==> src/hw/rtl/tbs_pkg.sv <==
`timescale 1ns / 1ps

package tbs_pkg;

    localparam int ID_W      = 8;
    localparam int LEN_W     = 16;
    localparam int RATE_W    = 24;
    localparam int BASE_W    = 16;
    localparam int BLIM_W    = 21;
    localparam int MLIM_W    = 6;
    localparam int CFG_W     = 24;
    localparam int CFG_IDX_W = 2;

    localparam logic [CFG_IDX_W-1:0] CFG_TOKEN_RATE  = 2'd0;
    localparam logic [CFG_IDX_W-1:0] CFG_BUCKET_BASE = 2'd1;
    localparam logic [CFG_IDX_W-1:0] CFG_BYTE_LIMIT  = 2'd2;
    localparam logic [CFG_IDX_W-1:0] CFG_MSG_LIMIT   = 2'd3;

    localparam logic [RATE_W-1:0] RST_TOKEN_RATE  = 24'd256;
    localparam logic [BASE_W-1:0] RST_BUCKET_BASE = 16'd1;
    localparam logic [BLIM_W-1:0] RST_BYTE_LIMIT  = 21'd0;
    localparam logic [MLIM_W-1:0] RST_MSG_LIMIT   = 6'd30;

    localparam logic OP_ENQ  = 1'b0;
    localparam logic OP_TICK = 1'b1;

    localparam logic KIND_SENT = 1'b0;
    localparam logic KIND_DROP = 1'b1;

    typedef struct packed {
        logic             op;
        logic [ID_W-1:0]  msg_id;
        logic [LEN_W-1:0] msg_len;
    } t_in;

    typedef struct packed {
        logic             kind;
        logic [ID_W-1:0]  out_id;
        logic [LEN_W-1:0] out_len;
        logic             last;
    } t_out;

    typedef struct packed {
        logic [RATE_W-1:0] token_rate;
        logic [BASE_W-1:0] bucket_base;
        logic [BLIM_W-1:0] queue_byte_limit;
        logic [MLIM_W-1:0] queue_msg_limit;
    } t_cfg;

    typedef enum logic [1:0] {
        ST_IDLE,
        ST_REFILL,
        ST_HEAD,
        ST_FLUSH
    } t_state;

endpackage

==> src/hw/rtl/tbs_ram.sv <==
`timescale 1ns / 1ps

module tbs_ram #(
    parameter int WIDTH = 24,
    parameter int DEPTH = 32
) (
    input  logic                     i_clk,
    input  logic                     i_we,
    input  logic [$clog2(DEPTH)-1:0] i_waddr,
    input  logic [WIDTH-1:0]         i_wdata,
    input  logic [$clog2(DEPTH)-1:0] i_raddr,
    output logic [WIDTH-1:0]         o_rdata
);

    logic [WIDTH-1:0] r_mem [DEPTH];
    logic [WIDTH-1:0] r_rdata;

    always_ff @(posedge i_clk) begin
        if (i_we) begin
            r_mem[i_waddr] <= i_wdata;
        end
        r_rdata <= r_mem[i_raddr];
    end

    assign o_rdata = r_rdata;

endmodule

==> src/hw/rtl/tbs_engine.sv <==
`timescale 1ns / 1ps

module tbs_engine #(
    parameter int QUEUE_DEPTH = 32,
    parameter int FRAC_BITS   = 8
) (
    input  logic          i_clk,
    input  logic          i_rst_n,
    input  tbs_pkg::t_cfg i_cfg,
    input  logic          i_tok_load,
    input  logic          i_in_valid,
    output logic          o_in_stall,
    input  tbs_pkg::t_in  i_in,
    input  logic          i_out_free,
    output logic          o_push,
    output tbs_pkg::t_out o_push_data
);

    import tbs_pkg::*;

    localparam int PTR_W   = $clog2(QUEUE_DEPTH);
    localparam int CNT_W   = $clog2(QUEUE_DEPTH + 1);
    localparam int BYTES_W = LEN_W + CNT_W;
    localparam int TOK_W   = LEN_W + FRAC_BITS;
    localparam int ENT_W   = ID_W + LEN_W;
    localparam int LIM_W   = ((CNT_W > MLIM_W) ? CNT_W : MLIM_W) + 1;
    localparam int BSUM_W  = ((BYTES_W > BLIM_W) ? BYTES_W : BLIM_W) + 1;
    localparam int TSUM_W  = ((TOK_W > RATE_W) ? TOK_W : RATE_W) + 1;

    localparam logic [PTR_W-1:0] LAST_PTR = PTR_W'(QUEUE_DEPTH - 1);

    t_state             r_state, n_state;
    logic               r_op, n_op;
    logic [ID_W-1:0]    r_id, n_id;
    logic [LEN_W-1:0]   r_len, n_len;
    logic [PTR_W-1:0]   r_head, n_head;
    logic [PTR_W-1:0]   r_tail, n_tail;
    logic [CNT_W-1:0]   r_count, n_count;
    logic [BYTES_W-1:0] r_bytes, n_bytes;
    logic [TOK_W-1:0]   r_tokens, n_tokens;
    logic               r_pend_v, n_pend_v;
    t_out               r_pend, n_pend;

    logic               mem_we;
    logic [ENT_W-1:0]   rd_data;
    logic [ID_W-1:0]    head_id;
    logic [LEN_W-1:0]   head_len;
    logic [LIM_W-1:0]   lim;
    logic               at_lim;
    logic [BSUM_W-1:0]  blim;
    logic               over_bytes;
    logic               drop_now;
    logic [TOK_W-1:0]   need;
    logic               send_now;
    logic [LEN_W-1:0]   base_eff;
    logic [LEN_W-1:0]   cap_len;
    logic [TOK_W-1:0]   cap;
    logic [TSUM_W-1:0]  tok_sum;
    logic [TOK_W-1:0]   tok_fill;
    logic               take;
    logic               room;
    logic [PTR_W-1:0]   head_next;
    logic [PTR_W-1:0]   tail_next;

    tbs_ram #(
        .WIDTH(ENT_W),
        .DEPTH(QUEUE_DEPTH)
    ) u_queue_ram (
        .i_clk  (i_clk),
        .i_we   (mem_we),
        .i_waddr(r_tail),
        .i_wdata({r_id, r_len}),
        .i_raddr(n_head),
        .o_rdata(rd_data)
    );

    assign head_id  = rd_data[ENT_W-1:LEN_W];
    assign head_len = rd_data[LEN_W-1:0];

    assign lim = (LIM_W'(i_cfg.queue_msg_limit) > LIM_W'(QUEUE_DEPTH))
               ? LIM_W'(QUEUE_DEPTH) : LIM_W'(i_cfg.queue_msg_limit);
    assign at_lim = LIM_W'(r_count) >= lim;

    assign blim = (BSUM_W'(i_cfg.queue_byte_limit) > BSUM_W'(r_len))
                ? BSUM_W'(i_cfg.queue_byte_limit) : BSUM_W'(r_len);
    assign over_bytes = (BSUM_W'(r_bytes) + BSUM_W'(r_len)) > blim;
    assign drop_now   = (r_count != '0) && (at_lim || over_bytes);

    assign need     = TOK_W'(head_len) << FRAC_BITS;
    assign send_now = (r_count != '0) && (r_tokens >= need);

    assign base_eff = (i_cfg.bucket_base == '0) ? LEN_W'(1) : LEN_W'(i_cfg.bucket_base);
    assign cap_len  = ((r_count != '0) && (head_len > base_eff)) ? head_len : base_eff;
    assign cap      = TOK_W'(cap_len) << FRAC_BITS;
    assign tok_sum  = TSUM_W'(r_tokens) + TSUM_W'(i_cfg.token_rate);
    assign tok_fill = (tok_sum > TSUM_W'(cap)) ? cap : tok_sum[TOK_W-1:0];

    assign take      = (r_op == OP_ENQ) ? drop_now : send_now;
    assign room      = !r_pend_v || i_out_free;
    assign head_next = (r_head == LAST_PTR) ? '0 : r_head + PTR_W'(1);
    assign tail_next = (r_tail == LAST_PTR) ? '0 : r_tail + PTR_W'(1);

    assign o_in_stall = (r_state != ST_IDLE);

    always_ff @(posedge i_clk) begin
        if (!i_rst_n) begin
            r_state  <= ST_IDLE;
            r_head   <= '0;
            r_tail   <= '0;
            r_count  <= '0;
            r_bytes  <= '0;
            r_tokens <= TOK_W'(1) << FRAC_BITS;
            r_pend_v <= 1'b0;
        end else begin
            r_state  <= n_state;
            r_head   <= n_head;
            r_tail   <= n_tail;
            r_count  <= n_count;
            r_bytes  <= n_bytes;
            r_tokens <= n_tokens;
            r_pend_v <= n_pend_v;
        end
    end

    always_ff @(posedge i_clk) begin
        r_op   <= n_op;
        r_id   <= n_id;
        r_len  <= n_len;
        r_pend <= n_pend;
    end

    always_comb begin
        n_state          = r_state;
        n_op             = r_op;
        n_id             = r_id;
        n_len            = r_len;
        n_head           = r_head;
        n_tail           = r_tail;
        n_count          = r_count;
        n_bytes          = r_bytes;
        n_tokens         = r_tokens;
        n_pend_v         = r_pend_v;
        n_pend           = r_pend;
        mem_we           = 1'b0;
        o_push           = 1'b0;
        o_push_data      = r_pend;
        o_push_data.last = 1'b0;

        unique case (r_state)
            ST_IDLE: begin
                if (i_in_valid) begin
                    n_op    = i_in.op;
                    n_id    = i_in.msg_id;
                    n_len   = i_in.msg_len;
                    n_state = (i_in.op == OP_TICK) ? ST_REFILL : ST_HEAD;
                end
            end
            ST_REFILL: begin
                n_tokens = tok_fill;
                n_state  = ST_HEAD;
            end
            ST_HEAD: begin
                if (take) begin
                    if (room) begin
                        o_push         = r_pend_v;
                        n_pend_v       = 1'b1;
                        n_pend.kind    = (r_op == OP_ENQ) ? KIND_DROP : KIND_SENT;
                        n_pend.out_id  = head_id;
                        n_pend.out_len = head_len;
                        n_pend.last    = 1'b0;
                        n_head         = head_next;
                        n_count        = r_count - CNT_W'(1);
                        n_bytes        = r_bytes - BYTES_W'(head_len);
                        if (r_op == OP_TICK) begin
                            n_tokens = r_tokens - need;
                        end
                    end
                end else begin
                    if (r_op == OP_ENQ) begin
                        mem_we  = 1'b1;
                        n_tail  = tail_next;
                        n_count = r_count + CNT_W'(1);
                        n_bytes = r_bytes + BYTES_W'(r_len);
                    end
                    n_state = r_pend_v ? ST_FLUSH : ST_IDLE;
                end
            end
            ST_FLUSH: begin
                if (i_out_free) begin
                    o_push           = 1'b1;
                    o_push_data.last = 1'b1;
                    n_pend_v         = 1'b0;
                    n_state          = ST_IDLE;
                end
            end
            default: begin
                n_state = ST_IDLE;
            end
        endcase

        if (i_tok_load) begin
            n_tokens = TOK_W'(base_eff) << FRAC_BITS;
        end
    end

    a_count_bound: assert property (@(posedge i_clk) disable iff (!i_rst_n)
        r_count <= CNT_W'(QUEUE_DEPTH))
        else $error("queue count above depth");

    a_push_room: assert property (@(posedge i_clk) disable iff (!i_rst_n)
        o_push |-> i_out_free)
        else $error("push into a full output register");

    a_flush_pend: assert property (@(posedge i_clk) disable iff (!i_rst_n)
        (r_state == ST_FLUSH) |-> r_pend_v)
        else $error("flush without a pending result");

    a_idle_clean: assert property (@(posedge i_clk) disable iff (!i_rst_n)
        (r_state == ST_IDLE) |-> !r_pend_v)
        else $error("pending result left while idle");

    a_flush_last: assert property (@(posedge i_clk) disable iff (!i_rst_n)
        (o_push && (r_state == ST_FLUSH)) |=> (r_state == ST_IDLE) && !r_pend_v)
        else $error("flush did not close the transaction");

endmodule

==> src/hw/rtl/token_bucket_shaper_drop_oldest_unit.sv <==
`timescale 1ns / 1ps
// Channel   Direction  Handshake                    Payload
// in        input      i_in_valid / o_in_stall      i_in  (op, msg_id, msg_len)
// out       output     o_out_valid / i_out_stall    o_out (kind, out_id, out_len, last)
// cfg       input      i_cfg_we                     i_cfg_idx, i_cfg_data
//
// Enqueue: drop D oldest head entries, write the new one, then flush if D > 0.
// Tick: refill tokens, send S head entries while tokens last, then flush if S > 0.
// One RAM read per cycle; a head entry drops or sends per cycle unless output stalls.
// Reset is synchronous: queue empty, tokens at one byte, registers at their defaults.
// A stalled output holds the engine; the input stalls until the current transaction ends.

module token_bucket_shaper_drop_oldest_unit #(
    parameter int QUEUE_DEPTH = 32,
    parameter int FRAC_BITS   = 8
) (
    input  logic                            i_clk,
    input  logic                            i_rst_n,
    input  logic                            i_in_valid,
    output logic                            o_in_stall,
    input  tbs_pkg::t_in                    i_in,
    output logic                            o_out_valid,
    input  logic                            i_out_stall,
    output tbs_pkg::t_out                   o_out,
    input  logic                            i_cfg_we,
    input  logic [tbs_pkg::CFG_IDX_W-1:0]   i_cfg_idx,
    input  logic [tbs_pkg::CFG_W-1:0]       i_cfg_data
);

    import tbs_pkg::*;

    t_cfg r_cfg;
    logic r_tok_load;
    logic r_out_valid;
    t_out r_out;
    logic out_free;
    logic push;
    t_out push_data;

    always_ff @(posedge i_clk) begin
        if (!i_rst_n) begin
            r_cfg.token_rate       <= RST_TOKEN_RATE;
            r_cfg.bucket_base      <= RST_BUCKET_BASE;
            r_cfg.queue_byte_limit <= RST_BYTE_LIMIT;
            r_cfg.queue_msg_limit  <= RST_MSG_LIMIT;
            r_tok_load             <= 1'b0;
        end else begin
            r_tok_load <= i_cfg_we && (i_cfg_idx == CFG_BUCKET_BASE);
            if (i_cfg_we) begin
                unique case (i_cfg_idx)
                    CFG_TOKEN_RATE:  r_cfg.token_rate       <= i_cfg_data[RATE_W-1:0];
                    CFG_BUCKET_BASE: r_cfg.bucket_base      <= i_cfg_data[BASE_W-1:0];
                    CFG_BYTE_LIMIT:  r_cfg.queue_byte_limit <= i_cfg_data[BLIM_W-1:0];
                    CFG_MSG_LIMIT:   r_cfg.queue_msg_limit  <= i_cfg_data[MLIM_W-1:0];
                    default: begin
                    end
                endcase
            end
        end
    end

    assign out_free = !r_out_valid || !i_out_stall;

    always_ff @(posedge i_clk) begin
        if (!i_rst_n) begin
            r_out_valid <= 1'b0;
        end else if (push) begin
            r_out_valid <= 1'b1;
        end else if (!i_out_stall) begin
            r_out_valid <= 1'b0;
        end
    end

    always_ff @(posedge i_clk) begin
        if (push) begin
            r_out <= push_data;
        end
    end

    tbs_engine #(
        .QUEUE_DEPTH(QUEUE_DEPTH),
        .FRAC_BITS  (FRAC_BITS)
    ) u_engine (
        .i_clk      (i_clk),
        .i_rst_n    (i_rst_n),
        .i_cfg      (r_cfg),
        .i_tok_load (r_tok_load),
        .i_in_valid (i_in_valid),
        .o_in_stall (o_in_stall),
        .i_in       (i_in),
        .i_out_free (out_free),
        .o_push     (push),
        .o_push_data(push_data)
    );

    assign o_out_valid = r_out_valid;
    assign o_out       = r_out;

endmodule

==> config.mk <==
export PLATFORM = sky130hd
export DESIGN_NAME = token_bucket_shaper_drop_oldest_unit
export DESIGN_NICKNAME = d
export VERILOG_FILES = /design/src/hw/rtl/tbs_pkg.sv /design/src/hw/rtl/tbs_ram.sv /design/src/hw/rtl/tbs_engine.sv /design/src/hw/rtl/token_bucket_shaper_drop_oldest_unit.sv
export SDC_FILE = /design/constraint.sdc
export NUM_CORES = 1
export LEC_CHECK = 0
export ABC_AREA = 1
export BUFFER_PORTS_ARGS = -buffer_cell sky130_fd_sc_hd__buf_2
export CAP_MARGIN = 5
export CORE_MARGIN = 2
export CORE_UTILIZATION = 50
export CTS_BUF_LIST = sky130_fd_sc_hd__clkbuf_8
export CTS_CLUSTER_SIZE = 12
export DETAILED_ROUTE_END_ITERATION = 8
export PLACE_DENSITY_LB_ADDON = 0.12
export SKIP_LAST_GASP = 1
export SLEW_MARGIN = 20
export SYNTH_ARGS = -nofsm -noshare
export SYNTH_HDL_FRONTEND = slang
export SYNTH_SLANG_ARGS = --single-unit
==> constraint.sdc <==
create_clock -name i_clk -period 8.4 [get_ports i_clk]
set_input_delay 1.26 -clock i_clk [delete_from_list [all_inputs] [get_ports i_clk]]
set_output_delay 1.26 -clock i_clk [all_outputs]
set_load 0.1 [all_outputs]
==> impl_metrics.xml, run 1 <==
<?xml version="1.0" encoding="UTF-8"?>
<metrics>
  <group name="power">
    <metric name="vdd_ir_drop_max" unit="V">0.000211</metric>
    <metric name="power-per-cell-area" unit="nW/µm²">272</metric>
    <metric name="total_power_draw" unit="µW">14600</metric>
    <metric name="power_leakage" unit="µW">0.0234</metric>
  </group>
  <group name="timing">
    <metric name="setup_slack" unit="ps">931</metric>
    <metric name="min_period_over_period" unit="%">88.9</metric>
    <metric name="final.setup_skew" unit="ps">48.3</metric>
    <metric name="finalSetupViolations" unit="">0</metric>
    <metric name="timing.fmax" unit="GHz">0.134</metric>
    <metric name="slew_headroom" unit="%">22.6</metric>
    <metric name="layout_min_cycle_time" unit="ps">7470</metric>
    <metric name="max_slew.worst_pin.slew" unit="ps">1160</metric>
    <metric name="rsz0062_at_grt" unit="">no</metric>
    <metric name="finalHoldViolations" unit="">0</metric>
    <metric name="fin_setup_tns" unit="ps">0</metric>
    <metric name="final_max_slew_viol_count" unit="">0</metric>
  </group>
  <group name="route">
    <metric name="dr.first_iter.drc_count" unit="">3620</metric>
    <metric name="wl_per_cell" unit="µm">22.0</metric>
    <metric name="vias_per_cell" unit="">5.44</metric>
    <metric name="antenna_violating_nets_post_route" unit="">0</metric>
    <metric name="detail_route.drc_violations" unit="">0</metric>
    <metric name="route.met3.wl" unit="µm">9960</metric>
    <metric name="drtPass1Iterations" unit="">6</metric>
    <metric name="routedLengthMet1" unit="µm">62800</metric>
    <metric name="routed_wirelength" unit="µm">146000</metric>
    <metric name="met2_wirelength" unit="µm">68000</metric>
    <metric name="vias" unit="">36000</metric>
    <metric name="top_layer" unit="">met5</metric>
  </group>
  <group name="grt">
    <metric name="first_global_vias" unit="">34300</metric>
    <metric name="total_grt_usage" unit="%">29.6</metric>
    <metric name="grt.overflow.total" unit="">0</metric>
    <metric name="grt_first_pass_wirelength" unit="µm">217000</metric>
    <metric name="maximum_number_of_pins_on_one_net_before_global_route_repair" unit="">127</metric>
    <metric name="antenna_found_initial" unit="">5</metric>
  </group>
  <group name="setup_path">
    <metric name="critical_path_arrival" unit="ps">8160</metric>
    <metric name="cp-start-kind" unit="">register</metric>
    <metric name="critPathTopFamily" unit="">compound AO/OA/AOI/OAI gates</metric>
    <metric name="cp_num_buf_inv" unit="">3</metric>
    <metric name="setup_crit_path_kind" unit="">register to register</metric>
    <metric name="critical_path_required" unit="ps">9090</metric>
    <metric name="cp_peak_stage_delay" unit="ps">650</metric>
    <metric name="end_kind" unit="">register</metric>
    <metric name="cp_max_fo" unit="">37</metric>
    <metric name="timing.critical_path.mode_cell" unit="">nand2_1</metric>
    <metric name="cell_with_the_largest_stage_delay_on_the_worst_path" unit="">edfxtp_1</metric>
  </group>
  <group name="run">
    <metric name="max_cap_viol_count" unit="">0</metric>
  </group>
  <group name="logic_synthesis">
    <metric name="post_synth_inst_count" unit="">5086</metric>
    <metric name="post-synth-top-area-cell" unit="">edfxtp_1</metric>
    <metric name="ys_ff_latch" unit="">1002</metric>
    <metric name="dominantRegCellSynth" unit="">edfxtp_1</metric>
    <metric name="synthesized_area_fraction_occupied_by_ao_oa_aoi_and_oai_cells" unit="%">5.83</metric>
    <metric name="largest_family_of_logic_cells_by_synthesized_area" unit="">simple AND/OR/NAND/NOR gates</metric>
    <metric name="synth_common_cells" unit="">nand2_1, inv_1, edfxtp_1</metric>
    <metric name="yosys_warnings" unit="">0</metric>
    <metric name="synth.distinct_cells" unit="">53</metric>
    <metric name="synth_most_common_cell" unit="">nand2_1</metric>
    <metric name="syn_nets" unit="">5311</metric>
    <metric name="synth_sequential_area_ratio" unit="%">59.0</metric>
    <metric name="synth-edff-count" unit="">844</metric>
    <metric name="yosys.area_share.simple" unit="%">20.2</metric>
    <metric name="synth_top_area_share" unit="%">52.4</metric>
    <metric name="synth.mux.area_fraction" unit="%">0</metric>
    <metric name="synthesis.area_per_instance" unit="µm²">9.50</metric>
    <metric name="postSynth.asyncResetShare" unit="%">0</metric>
    <metric name="syn-cell-area" unit="µm²">48300</metric>
    <metric name="synth.top_cells.by_area" unit="">edfxtp_1, nand3_1, nand2_1, inv_1, dfxtp_1</metric>
    <metric name="adder_cell_share_of_the_synthesized_area" unit="%">4.45</metric>
    <metric name="synth_xor_area_share" unit="%">1.36</metric>
  </group>
  <group name="clock_network">
    <metric name="numCtsBuffers" unit="">169</metric>
    <metric name="clk_pin_slew" unit="ps">60</metric>
    <metric name="cts_tree" unit="">yes</metric>
    <metric name="clock_insertion_delay_at_the_later_pin_of_the_skew_report" unit="ps">870</metric>
    <metric name="htree_num_levels" unit="">4</metric>
    <metric name="cts-root-to-sink-buffers" unit="">3</metric>
    <metric name="clkSinkCount" unit="">1002</metric>
    <metric name="clk_root_buffer_cell" unit="">clkbuf_8</metric>
  </group>
  <group name="final_layout">
    <metric name="flow.area_growth_from_synthesis" unit="%">11.5</metric>
    <metric name="finalNonFillerCells" unit="">6629</metric>
    <metric name="drive_gt1_share" unit="%">8.79</metric>
    <metric name="finalNetCount" unit="">5442</metric>
  </group>
  <group name="floorplan">
    <metric name="core" unit="µm²">96300</metric>
    <metric name="floorplan.die_area" unit="µm²">99200</metric>
    <metric name="num_rows" unit="">114</metric>
    <metric name="ioPinCount" unit="">84</metric>
    <metric name="floorplan.die.height" unit="µm">315</metric>
    <metric name="die-width" unit="µm">315</metric>
    <metric name="initial_utilization" unit="%">50.2</metric>
  </group>
  <group name="placed_design">
    <metric name="sum_of_net_half_perimeters_after_detailed_placement" unit="µm">90800</metric>
    <metric name="place.gp.congestion" unit="">0.929</metric>
    <metric name="numPortBuffers" unit="">83</metric>
    <metric name="dpl.cell_count" unit="">6318</metric>
    <metric name="dp_worst_setup_slack" unit="ps">398</metric>
  </group>
  <group name="status">
    <metric name="outcome" unit="">finished clean</metric>
  </group>
  <group name="worst_hold_path">
    <metric name="holdCritPathClass" unit="">register to register</metric>
  </group>
</metrics>
## layout make-up
type,instances,area [µm²]
antenna,5,12.5
timing repair buffer,188,1510
clock inverter,121,703
fill,8771,42400
sequential,1002,28500
inverter,893,3350
clock buffer,181,2490
tap,1276,1600
multi-input combinational,2963,15700
## logic make-up after synthesis
family / count (synthesis)
DFF: 1002
and+or+nand+nor: 2193
xor gates and xnor gates: 75
buffers and inverters: 1121
adders and majority gates: 169
AOI/OAI and AO/OA: 526
## routing by layer
layer / track usage (%) / vias to the layer above
met2: 47.3 / 1366
met3: 4.52 / 291
met4: 11.3 / 4
met5: 0 / -
met1: 40.8 / 17100
li1: - / 17200
## final timing paths
| path | start | end | slack (ps) | depth (start not counted) |
|---|---|---|---|---|
| hold reg to reg | u_engine.u_queue_ram.o_rdata[17]$_DFF_P_ | u_engine.o_push_data[18]$_DFFE_PP_ | 390 | 0 |
| setup / recovery | u_engine.r_len[7]$_DFFE_PP_ | u_engine.r_bytes[20]$_SDFFE_PN0P_ | 930 | 37 |
| hold / removal | u_engine.u_queue_ram.o_rdata[17]$_DFF_P_ | u_engine.o_push_data[18]$_DFFE_PP_ | 390 | 0 |
| setup reg to reg | u_engine.r_len[7]$_DFFE_PP_ | u_engine.r_bytes[20]$_SDFFE_PN0P_ | 930 | 37 |
## cells in the final DEF, fill, tap and decap left out, types with 5 or more instances in the layout
cell type / Yosys / layout
o21ai_0: 216 / 216
fa_1: 5 / 5
o31ai_1: 8 / 7
a21boi_0: 5 / 5
o211ai_1: 9 / 9
nor2_2: 3 / 5
edfxtp_1: 844 / 844
dfxtp_1: 158 / 158
nand4_1: 18 / 18
nand3_1: 842 / 841
clkinv_2: 0 / 17
inv_1: 885 / 947
a21o_1: 10 / 10
inv_2: 6 / 5
buf_12: 0 / 14
xnor2_1: 31 / 31
a21oi_1: 233 / 232
o21ai_1: 6 / 5
ha_1: 164 / 164
o21a_1: 5 / 5
nand2_1: 1045 / 1045
buf_16: 0 / 5
clkbuf_8: 0 / 181
nor2_4: 1 / 32
nand3b_1: 78 / 78
o21bai_1: 6 / 6
nor4_1: 14 / 14
clkinvlp_4: 0 / 6
buf_2: 104 / 83
xor2_1: 44 / 44
a31oi_1: 13 / 13
buf_4: 24 / 82
clkinv_1: 2 / 24
nor3_1: 21 / 21
diode_2: 0 / 5
nor2_1: 156 / 123
or2_2: 5 / 5
## sequential cells by signal (all words and copies together), names as in the netlist, 2 cells and up, named ones only
signal,flops
u_engine.r_tail,5
u_engine.r_id,8
u_engine.r_count,6
u_engine.r_bytes,22
u_engine.u_queue_ram.r_mem,768
u_engine.u_queue_ram.o_rdata,24
r_cfg,67
o_out,26
u_engine.r_len,16
u_engine.r_head,5
u_engine.o_push_data,25
u_engine.r_tokens,16
u_engine.r_state,2
## per-stage QoR
step / area [µm²] / util (%) / hold WS (ps)
floorplan: 48300 / - / 386
global placement: 50400 / 52.4 / 388
detailed placement: 50600 / 52.6 / 389
CTS: 53800 / 55.9 / 392
global route: 53900 / 56.0 / 395
finish: 53900 / 56.0 / 388
## power breakdown
part           internal [µW]  switching (µW)
combinational           1430            3080
clock                   2130            2040
sequential              5660             307
## what timing repair did
item	CTS	global route
setup endpoints to repair	0	4
setup buffers	0	2
gates resized for setup	0	1
hold endpoints to repair	0	0
hold buffers	0	0
No activity file was read; power rests on OpenSTA's default activity.
==> run 2: changes to the inputs <==
Settings changed: CORE_UTILIZATION 50 to 59, SYNTH_HIERARCHICAL set to 1.
==> impl_metrics.xml, run 2 <==
<?xml version="1.0" encoding="UTF-8"?>
<metrics>
  <group name="placed_design">
    <metric name="detailed_place.area" unit="µm²">48200</metric>
    <metric name="numPortBuffers" unit="">83</metric>
    <metric name="sum_of_net_half_perimeters_after_detailed_placement" unit="µm">76600</metric>
    <metric name="place.gp.congestion" unit="">0.958</metric>
  </group>
  <group name="timing">
    <metric name="final.setup_skew" unit="ps">57.0</metric>
    <metric name="fin_setup_tns" unit="ps">0</metric>
    <metric name="timing.fmax" unit="GHz">0.135</metric>
    <metric name="final_max_slew_viol_count" unit="">0</metric>
    <metric name="finalHoldViolations" unit="">0</metric>
    <metric name="rsz0062_at_grt" unit="">no</metric>
    <metric name="slew_headroom" unit="%">24.7</metric>
    <metric name="min_period_over_period" unit="%">88.3</metric>
    <metric name="finalSetupViolations" unit="">0</metric>
    <metric name="max_slew.worst_pin.slew" unit="ps">1130</metric>
    <metric name="layout_min_cycle_time" unit="ps">7420</metric>
  </group>
  <group name="setup_path">
    <metric name="timing.critical_path.mode_cell" unit="">nand2_1</metric>
    <metric name="cp_num_buf_inv" unit="">6</metric>
    <metric name="cp-start-kind" unit="">register</metric>
    <metric name="end_kind" unit="">register</metric>
    <metric name="critical_path_arrival" unit="ps">8090</metric>
    <metric name="cp_peak_stage_delay" unit="ps">690</metric>
    <metric name="setup_crit_path_kind" unit="">register to register</metric>
    <metric name="cp_max_fo" unit="">167</metric>
    <metric name="critPathTopFamily" unit="">simple AND/OR/NAND/NOR gates</metric>
    <metric name="cell_with_the_largest_stage_delay_on_the_worst_path" unit="">clkinv_8</metric>
    <metric name="worst_case_register_to_register_setup_slack" unit="ps">980</metric>
    <metric name="critical_path_required" unit="ps">9070</metric>
  </group>
  <group name="floorplan">
    <metric name="core" unit="µm²">79000</metric>
    <metric name="floorplan.die.height" unit="µm">286</metric>
    <metric name="num_rows" unit="">103</metric>
    <metric name="initial_utilization" unit="%">59.5</metric>
    <metric name="floorplan.die_area" unit="µm²">82000</metric>
    <metric name="die-width" unit="µm">286</metric>
    <metric name="ioPinCount" unit="">84</metric>
  </group>
  <group name="logic_synthesis">
    <metric name="post-synth-top-area-cell" unit="">edfxtp_1</metric>
    <metric name="synth.distinct_cells" unit="">56</metric>
    <metric name="postSynth.asyncResetShare" unit="%">0</metric>
    <metric name="syn-cell-area" unit="µm²">47000</metric>
    <metric name="synth_sequential_area_ratio" unit="%">60.6</metric>
    <metric name="ys_ff_latch" unit="">1002</metric>
    <metric name="synth_top_area_share" unit="%">53.9</metric>
    <metric name="synth-edff-count" unit="">844</metric>
    <metric name="yosys_warnings" unit="">6</metric>
    <metric name="syn_nets" unit="">4975</metric>
    <metric name="synthesis.area_per_instance" unit="µm²">9.89</metric>
    <metric name="dominantRegCellSynth" unit="">edfxtp_1</metric>
    <metric name="synth_common_cells" unit="">nand2_1, edfxtp_1, nand3_1</metric>
    <metric name="synth_most_common_cell" unit="">nand2_1</metric>
    <metric name="synth.top_cells.by_area" unit="">edfxtp_1, nand2_1, nand3_1, dfxtp_1, ha_1</metric>
    <metric name="post_synth_inst_count" unit="">4753</metric>
  </group>
  <group name="route">
    <metric name="routed_wirelength" unit="µm">127000</metric>
    <metric name="vias" unit="">34800</metric>
    <metric name="detail_route.drc_violations" unit="">0</metric>
    <metric name="dr.first_iter.drc_count" unit="">4371</metric>
    <metric name="wl_per_cell" unit="µm">21.1</metric>
    <metric name="drtPass1Iterations" unit="">6</metric>
    <metric name="antenna_violating_nets_post_route" unit="">0</metric>
    <metric name="vias_per_cell" unit="">5.75</metric>
  </group>
  <group name="clock_network">
    <metric name="cts_tree" unit="">yes</metric>
    <metric name="cts_post_setup_buffers_inserted" unit="">0</metric>
    <metric name="clk_pin_slew" unit="ps">60</metric>
    <metric name="cts.hold.buffers_added" unit="">0</metric>
    <metric name="clkSinkCount" unit="">1002</metric>
    <metric name="cts-root-to-sink-buffers" unit="">3</metric>
    <metric name="numCtsBuffers" unit="">162</metric>
    <metric name="number_of_gates_resized_after_cts" unit="">0</metric>
    <metric name="clk_root_buffer_cell" unit="">clkbuf_8</metric>
    <metric name="clock_insertion_delay_at_the_later_pin_of_the_skew_report" unit="ps">850</metric>
    <metric name="htree_num_levels" unit="">4</metric>
  </group>
  <group name="worst_hold_path">
    <metric name="holdCritPathClass" unit="">register to register</metric>
  </group>
  <group name="final_layout">
    <metric name="layout.cell_area.non_filler" unit="µm²">51500</metric>
    <metric name="finalNetCount" unit="">5080</metric>
    <metric name="fillers" unit="">6269</metric>
    <metric name="registers.top_by_ff_count" unit="">u_engine/u_queue_ram/r_mem</metric>
    <metric name="flow.area_growth_from_synthesis" unit="%">9.43</metric>
    <metric name="most_frequent_standard_cell_in_the_layout_excluding_fill_and_tap_cells" unit="">nand2_1</metric>
    <metric name="largest_reg_flops" unit="">768</metric>
    <metric name="drive_gt1_share" unit="%">9.71</metric>
    <metric name="layout.cells.most_common_list" unit="">nand2_1, edfxtp_1, nand3_1</metric>
    <metric name="final_core_util" unit="%">65.1</metric>
  </group>
  <group name="grt">
    <metric name="maximum_number_of_pins_on_one_net_before_global_route_repair" unit="">168</metric>
    <metric name="grt_first_pass_wirelength" unit="µm">192000</metric>
    <metric name="total_grt_usage" unit="%">31.1</metric>
    <metric name="first_global_vias" unit="">32100</metric>
    <metric name="antenna_found_initial" unit="">7</metric>
    <metric name="grt.overflow.total" unit="">0</metric>
  </group>
  <group name="run">
    <metric name="max_cap_viol_count" unit="">0</metric>
  </group>
  <group name="status">
    <metric name="outcome" unit="">finished clean</metric>
  </group>
  <group name="power">
    <metric name="vdd_ir_drop_max" unit="V">0.000199</metric>
    <metric name="power_leakage" unit="µW">0.0210</metric>
    <metric name="power-per-cell-area" unit="nW/µm²">275</metric>
  </group>
</metrics>
## run 2: cell count changes after synthesis, moves of 43 or more
| cell | change |
|---|---|
| nor2_1 | +76 |
| o21ai_0 | -100 |
| nand3b_1 | -74 |
| buf_6 | +43 |
| clkbuf_1 | -51 |
| nand3_1 | -158 |
| a21oi_1 | -50 |
| nand2_1 | +498 |
| inv_1 | -596 |
## run 2: final cells by class
| type | count | area, µm² | share of cell area (%) |
|---|---|---|---|
| timing repair buffer | 162 | 1130 | 2.20 |
| clock inverter | 129 | 803 | 1.56 |
| sequential | 1002 | 28500 | 55.4 |
| antenna | 6 | 15.0 | 0.0292 |
| clock buffer | 171 | 2350 | 4.57 |
| inverter | 296 | 1140 | 2.21 |
| multi-input combinational | 3234 | 16200 | 31.5 |
| tap | 1050 | 1310 | 2.55 |
## run 2: layer usage
layer / global-route usage (%) / wire (µm) / vias up / share of wire (%)
met5: 0 / 11 / - / 0.0086
met4: 10.2 / 3280 / 4 / 2.6
met3: 5.71 / 12300 / 195 / 9.7
met2: 46.3 / 55800 / 1642 / 44
met1: 46.3 / 56000 / 16400 / 44
li1: - / - / 16500 / -
## run 2: path summary, 6_finish.rpt
| check | start | to | cells past startpoint |
|---|---|---|---|
| min | u_engine/o_push_data[23]$_DFFE_PP_ | o_out[23]$_DFFE_PP_ | 0 |
| min reg2reg | u_engine/o_push_data[23]$_DFFE_PP_ | o_out[23]$_DFFE_PP_ | 0 |
| max | u_engine/r_len[1]$_DFFE_PP_ | u_engine/u_queue_ram/o_rdata[13]$_DFF_P_ | 40 |
| max reg2reg | u_engine/r_len[1]$_DFFE_PP_ | u_engine/u_queue_ram/o_rdata[13]$_DFF_P_ | 40 |
## run 2: where the power goes
group / internal [µW] / total (µW) / leakage, µW / switching, µW
combinational: 1290 / 4110 / 0.0103 / 2830
clock: 2100 / 4080 / 0.00177 / 1980
sequential: 5660 / 5930 / 0.00890 / 275
total: 9050 / 14100 / 0.0210 / 5080
## run 2: kinds of logic after synthesis
kind of cell             synth area share [%]
AND/OR/NAND/NOR                          22.9
flip-flops                               60.6
buffers and inverters                    5.29
AO/OA/AOI/OAI                            5.20
adder cells (fa/ha/maj)                  4.50
XOR/XNOR                                 1.47
multiplexers                           0.0213
## run 2: stage by stage
stage	hold slack, ps	worst slack, ps	instances	total power, µW
final	394	985	6050	14100
after global routing	418	336	6045	14900
after CTS	401	1110	6041	14100
after detailed placement	406	1140	5741	10000
after global placement	403	1190	5741	9990
after floorplan	386	1820	4753	8930
